==> config.mk <==
export PLATFORM = sky130hd
export DESIGN_NAME = twbp_ram
export DESIGN_NICKNAME = d
export VERILOG_FILES = /design/src/rtl/twbp_ram.sv
export SDC_FILE = /design/constraint.sdc
export NUM_CORES = 1
export LEC_CHECK = 0
export ABC_AREA = 1
export ABC_CLOCK_PERIOD_IN_PS = 1000
export BUFFER_PORTS_ARGS = -buffer_cell sky130_fd_sc_hd__buf_2
export CORE_MARGIN = 8
export CORE_UTILIZATION = 31
export CTS_CLUSTER_SIZE = 28
export DETAILED_ROUTE_END_ITERATION = 16
export GPL_TIMING_DRIVEN = 0
export PLACE_DENSITY = 0.59
export SYNTH_ARGS = -nofsm -noshare
export SYNTH_HDL_FRONTEND = slang
export SYNTH_SLANG_ARGS = --single-unit
==> constraint.sdc <==
create_clock -name clk -period 1 [get_ports clk]
set_clock_uncertainty 0.15 [all_clocks]
set_input_delay 0 -clock clk [delete_from_list [all_inputs] [get_ports clk]]
set_output_delay 0 -clock clk [all_outputs]
set_load 0.01 [all_outputs]
==> src/rtl/twbp_ram.sv <==
`default_nettype none
// ----------------------------------------------------------------------------
// twbp_ram: generic single write port ram
// one write and one read per cycle, read data registered
// ----------------------------------------------------------------------------
module twbp_ram #(
    parameter int WIDTH = 8,
    parameter int DEPTH = 16
) (
    input  wire logic                     clk,
    input  wire logic                     we,
    input  wire logic [$clog2(DEPTH)-1:0] waddr,
    input  wire logic [WIDTH-1:0]         wdata,
    input  wire logic                     re,
    input  wire logic [$clog2(DEPTH)-1:0] raddr,
    output      logic [WIDTH-1:0]         rdata
);

    logic [WIDTH-1:0] mem [DEPTH];

    always_ff @(posedge clk)
    begin
        if (we)
        begin
            mem[waddr] <= wdata;
        end
        if (re)
        begin
            rdata <= mem[raddr];
        end
    end

endmodule
`default_nettype wire

==> results of run 1 <==
placed cells by master, fill, tap and decap left out:
cell	Yosys	routed
inv_1	100	100
buf_1	1	1
clkbuf_16	0	17
buf_4	4	5
bufinv_16	0	1
nand3_1	97	56
dlygate4sd3_1	0	9
nand2_1	173	152
nand2_2	0	21
nor2_2	0	2
clkinv_4	0	3
nand3_2	0	41
inv_6	0	1
clkinvlp_4	0	3
buf_6	6	6
clkinv_1	0	2
inv_2	2	2
buf_2	13	35
nor2_1	17	1
clkbuf_1	0	2
nand3b_1	2	2
clkinv_2	0	2
buf_8	0	1
nor2_4	0	14
edfxtp_1	136	136
layer usage:
layer	routed length, µm	vias to the layer above	GRT usage (%)
met4	157	0	4.39
li1	-	1884	-
met1	6880	1862	17.4
met3	958	15	3.21
met5	0	-	0
met2	6400	137	19.0
power groups by stage:
stage	combinational (mW)	clock [mW]	sequential [mW]
floorplan	0.455	0	6.58
detailed placement	0.847	0	6.57
global placement	0.840	0	6.57
global route	1.10	6.00	6.46
finish	1.01	5.72	6.45
CTS	0.937	5.77	6.45
logic make-up after synthesis:
kind of cell	after synthesis	share of synthesized area [%]
buffers and inverters	126	9.39
AND/OR/NAND/NOR	289	20.8
flip-flops	136	69.8
layout make-up:
cell class                      count  area [µm²]  area share (%)
Inverter                          102         383            5.27
Buffer                             24         166            2.29
Multi-Input combinational cell    289        1580            21.8
Timing Repair Buffer               33         223            3.06
Tap cell                          234         293            4.03
Clock buffer                       19         433            5.96
Clock inverter                     12         105            1.45
Sequential cell                   136        4080            56.2
worst max-delay path, delay by kind of cell (launching register included):
kind | cells | cell delay (ps)
and+or+nand+nor | 6 | 480
DFF | 1 | 390
path summary, 6_finish.rpt:
path / from / to / slack (ps) / cells after the start
max: mem[14][4] / rdata[4] / -280 / 6
min: raddr[2] / rdata[0] / -50 / 4
max reg2reg: mem[14][4] / rdata[4] / -280 / 6
min reg2reg: mem[0][0] / rdata[0] / 660 / 6
registers in the layout, summed over array words and instances (netlist names):
register and cells:
mem 128, rdata 8
what timing repair did:
item | CTS | global route
pin swaps | 20 | 24
gates resized for setup | 43 | 46
setup buffers | 0 | 1
endpoints found under the hold margin | 142 | 3
setup endpoints to repair | 96 | 96
==> impl_metrics.tcl, run 1 <==
set metrics [dict create \
    yosysTopAreaCell "edfxtp_1" \
    worstPathArrival_ps 1290 \
    leakage_nw 3.01 \
    clkTransAtPathRegs_ps 60 \
    synth_cell_types 11 \
    period_minus_slack_ps 1280 \
    fin_cells 849 \
    synth_edf_count 136 \
    synth-warning-count 0 \
    ios 27 \
    yosys-top-cells-count "173 x nand2_1, 136 x edfxtp_1, 100 x inv_1" \
    syn2layout_area_growth_pct 24.3 \
    synth_seq_area_share_pct 69.8 \
    drc 0 \
    max_freq_mhz 780 \
    post-place-cells 808 \
    dp_slack_ps -607 \
    grt_max_degree 17 \
    cts_buffers 17 \
    synth_cells 551 \
    cts_tree "done" \
    status "finished with violations" \
    ys_async_sr_fraction_pct 0 \
    powerDensity_nw_per_um2 1810 \
    clockBufferDepth 2 \
    slew_violations 0 \
    diodes 0 \
    ant_nets 0 \
    post_dp_cell_area_um2 6270 \
    antenna_found_initial 0 \
    hold_ws_ps -49.2 \
    fin_ws_ps -282 \
    fillerInstances 1747 \
    cp_cell_sequence "nand2_2 -> nand2_2 -> nand2_1 -> nand3_2 -> nand3_2 -> nand2_2" \
    grt_pass1_vias 3754 \
    tightest_slew_ps 606 \
    drt_iter0_markers 401 \
    power_frac_seq_pct 48.9 \
    crit_top_cell "nand2_2" \
    ir_worst_vdd_uv 1190 \
    vias 3898 \
    cts_root_buf "clkbuf_16" \
    cp_max_fo 1 \
    syn-cell-area_um2 5850 \
    dp_hpwl_mm 9.49 \
    wl_mm 14.4 \
    insertion_delay_ps 420 \
    finalSetupViolations 16 \
    hold_buffers 9 \
    fp.dieW_um 153 \
    relSlewSlack_pct 59.6 \
    hold_viol_final 6 \
    swShare_pct 23.2 \
    drive_gt1_share_pct 25.0 \
    p_sw_mw 3.06 \
    min_period_over_period_pct 128 \
    crit_slowest_cell "edfxtp_1" \
    grt_pass1_wl_mm 22.1 \
    total_power_mw 13.2 \
    internal-power_mw 10.1 \
    avgRoutedWirePerCell_um 17.0 \
    cts_max_level 4 \
    utilization_pct 39.1 \
    synthesis.nets 570 \
    synth_area_per_cell_um2 10.6 \
    stdcell_area_um2 7270 \
    dr.pass1.iters 5 \
    synthMostInstantiatedCell "nand2_1" \
    maxCapViolations 0 \
    setup_tns_ps -2540 \
    fp.coreArea_um2 18600 \
    crit_path_start_kind "flop" \
    hold_class "in2reg" \
    synthFlopType "edfxtp_1" \
    die_h_um 153 \
    critPathKind "reg2reg" \
    critPathMaxStageDelay_ps 390 \
    start_util_pct 31.5 \
    grt_overflow 0 \
    end_kind "flop" \
    p_clk_share_pct 43.4 \
    nNetsFinal 622 \
    synth_area_leaders "edfxtp_1 70%, nand2_1 11%, nand3_1 8.3%" \
    rsz0062_at_grt "yes" \
    yosysTopAreaCellShare_pct 69.8 \
    violations "negative hold slack, negative setup slack" \
    comb_power_share_pct 7.7 \
    grt_usage_pct 12.7 \
    ys_ff_latch 136 \
    worstPathRequired_ps 1010 \
    port_buffers 23 \
    die-area_um2 23500 \
    place.gp.congestion 0.872 \
    fp-row-count 50 \
    cts_num_sinks 136 \
    drt-vias-per-instance 4.59 \
]
(Power assumes the default switching activity.)
==> run 2: changes to the inputs <==
- ABC_CLOCK_PERIOD_IN_PS: 1000 -> 1300
- PLACE_DENSITY: 0.59 -> 0.57
- SETUP_SLACK_MARGIN: not set -> 0.2
- clock period: 1 -> 1.3 ns (I/O delays scaled with it)
==> run 2 against run 1 <==
Compared with the run above:
- the flow now finishes without violations
- clock power down 18%
- critical endpoint unchanged
- sequential power down 23%
- hold slack better by 91 ps
- largest cell class unchanged
- largest power group unchanged
==> impl_metrics.tcl, run 2 (synthesis gave the netlist of run 1 again) <==
set metrics [dict create \
    period_minus_slack_ps 1260 \
    hold_class "in2reg" \
    die_h_um 153 \
    fp.dieW_um 153 \
    insertion_delay_ps 420 \
    start_util_pct 31.5 \
    p_clk_share_pct 45.1 \
    leakage_nw 3.03 \
    swShare_pct 21.7 \
    cp_max_fo 1 \
    p_sw_mw 2.27 \
    cts_root_buf "clkbuf_16" \
    cts_max_level 4 \
    end_kind "flop" \
    grt.met2_usage_pct 20.7 \
    grt_overflow 0 \
    r2r_end "rdata[4]" \
    drc 0 \
    antenna_found_initial 0 \
    crit_path_start_kind "flop" \
    rsz0062_at_grt "yes" \
    fp-row-count 50 \
    post_dp_cell_area_um2 6250 \
    cts_num_sinks 136 \
    comb_power_share_pct 7.3 \
    tightest_slew_ps 576 \
    use_met1_pct 17.6 \
    startpoint "mem[14][4]" \
    internal-power_mw 8.17 \
    drt_iter0_markers 305 \
    place.gp.congestion 0.846 \
    busiest_layer "met2" \
    cts_setup_buffers 0 \
    diodes 0 \
    hold_viol_final 0 \
    nNetsFinal 623 \
    reg2reg_from "mem[14][4]" \
    slew_violations 0 \
    final_common_cell "nand2_1" \
    wl_mm 15.0 \
    largest_register "mem" \
    grt_max_degree 17 \
    hold_ws_ps 42.2 \
    syn2layout_area_growth_pct 23.9 \
    maxCapViolations 0 \
    grt_pass1_vias 4068 \
    relSlewSlack_pct 61.6 \
    worstPathRequired_ps 1310 \
    cp-endpoint "rdata[4]" \
    ir_worst_vdd_uv 971 \
    max_freq_mhz 794 \
    met3_usage_pct 2.88 \
    powerDensity_nw_per_um2 1440 \
    port_buffers 23 \
    worstPathArrival_ps 1270 \
    reg2regPathDepth 6 \
    ant_nets 0 \
    status "finished, final reports clean" \
    cts_tree "done" \
    grt_pass1_wl_mm 23.5 \
    avgRoutedWirePerCell_um 17.6 \
    vias 3906 \
    cts_buffers 17 \
    min_period_over_period_pct 96.9 \
    largest_registers "mem: 128 flops, rdata: 8 flops" \
    die-area_um2 23500 \
    critPathKind "reg2reg" \
    grt_usage_pct 13.4 \
    dp_hpwl_mm 9.86 \
    power_frac_seq_pct 47.6 \
    clkTransAtPathRegs_ps 60 \
    final_cell_mix "156 x nand2_1, 136 x edfxtp_1, 99 x inv_1, 57 x nand3_1, 40 x nand3_2" \
    drive_gt1_share_pct 23.8 \
    drt-vias-per-instance 4.59 \
    r2r_slack_ps 40 \
    ios 27 \
    fp.coreArea_um2 18600 \
    largest_reg_flops 128 \
    finalSetupViolations 0 \
    clockBufferDepth 2 \
    dr.pass1.iters 5 \
    stdcell_area_um2 7240 \
]
[run 2: repair_timing]
item / CTS / global route
endpoints found under the setup margin: 55 / 99
resized for setup: 40 / 38
gates cloned: 0 / 0
endpoints found under the hold margin: 148 / 0
hold buffers: 11 / 0
pin swaps: 12 / 12
[run 2: how the worst min path moves through the flow]
stage	slack, ps	cells after the start	end	from
6_report	40	3	mem[7][7]	waddr[1]
3_5_place_dp	190	1	rdata[5]	re
4_1_cts	-7	3	mem[10][7]	waddr[1]
5_1_grt	70	3	mem[11][7]	waddr[1]
3_3_place_gp	180	1	rdata[0]	re
2_1_floorplan	-50	0	mem[0][0]	wdata[0]
[run 2: layout make-up]
| class | instances | area [µm²] |
|---|---|---|
| inverters | 102 | 383 |
| fillers | 1766 | 11300 |
| clock inverters | 10 | 128 |
| clock buffers | 22 | 444 |
| repair buffers | 34 | 238 |
| multi-input cells | 289 | 1510 |
| plain buffers | 24 | 166 |
| flip-flops and latches | 136 | 4080 |
| well taps | 234 | 293 |
[run 2: per-stage QoR]
| step | std cells | TNS [ps] | total power [mW] | setup WS (ps) | util, % |
|---|---|---|---|---|---|
| floorplan | 551 | 0 | 5.41 | 199 | - |
| CTS | 851 | 0 | 10.4 | 38.2 | 38.2 |
| finish | 851 | 0 | 10.4 | 40.4 | 39.0 |
| global route | 851 | -123 | 10.7 | -36.9 | 39.0 |
| global placement | 808 | -29790 | 5.69 | -369 | 33.7 |
| detailed placement | 808 | -33240 | 5.71 | -394 | 33.7 |
[run 2: power groups by stage]
stage	Sequential (mW)	Clock (mW)	Combinational, mW
final	4.97	4.71	0.760
after detailed placement	5.06	0	0.650
after global routing	4.97	4.92	0.839
after floorplan	5.06	0	0.346
after global placement	5.05	0	0.642
after CTS	4.97	4.76	0.722
[run 2: layer usage]
metal / up-vias / wire length, µm / share of wire [%]
met2: 121 / 6710 / 45
met5: - / 0 / 0
li1: 1889 / - / -
met1: 1866 / 6910 / 46
met4: 0 / 380 / 2.5
met3: 30 / 1010 / 6.7
[run 2: critical path, cell delays in order (launching register included)]
cell and delay (ps):
edfxtp_1 360, nand2_1 70, nand2_1 60, nand2_1 100
nand3_1 80, nand3_1 110, nand2_2 80
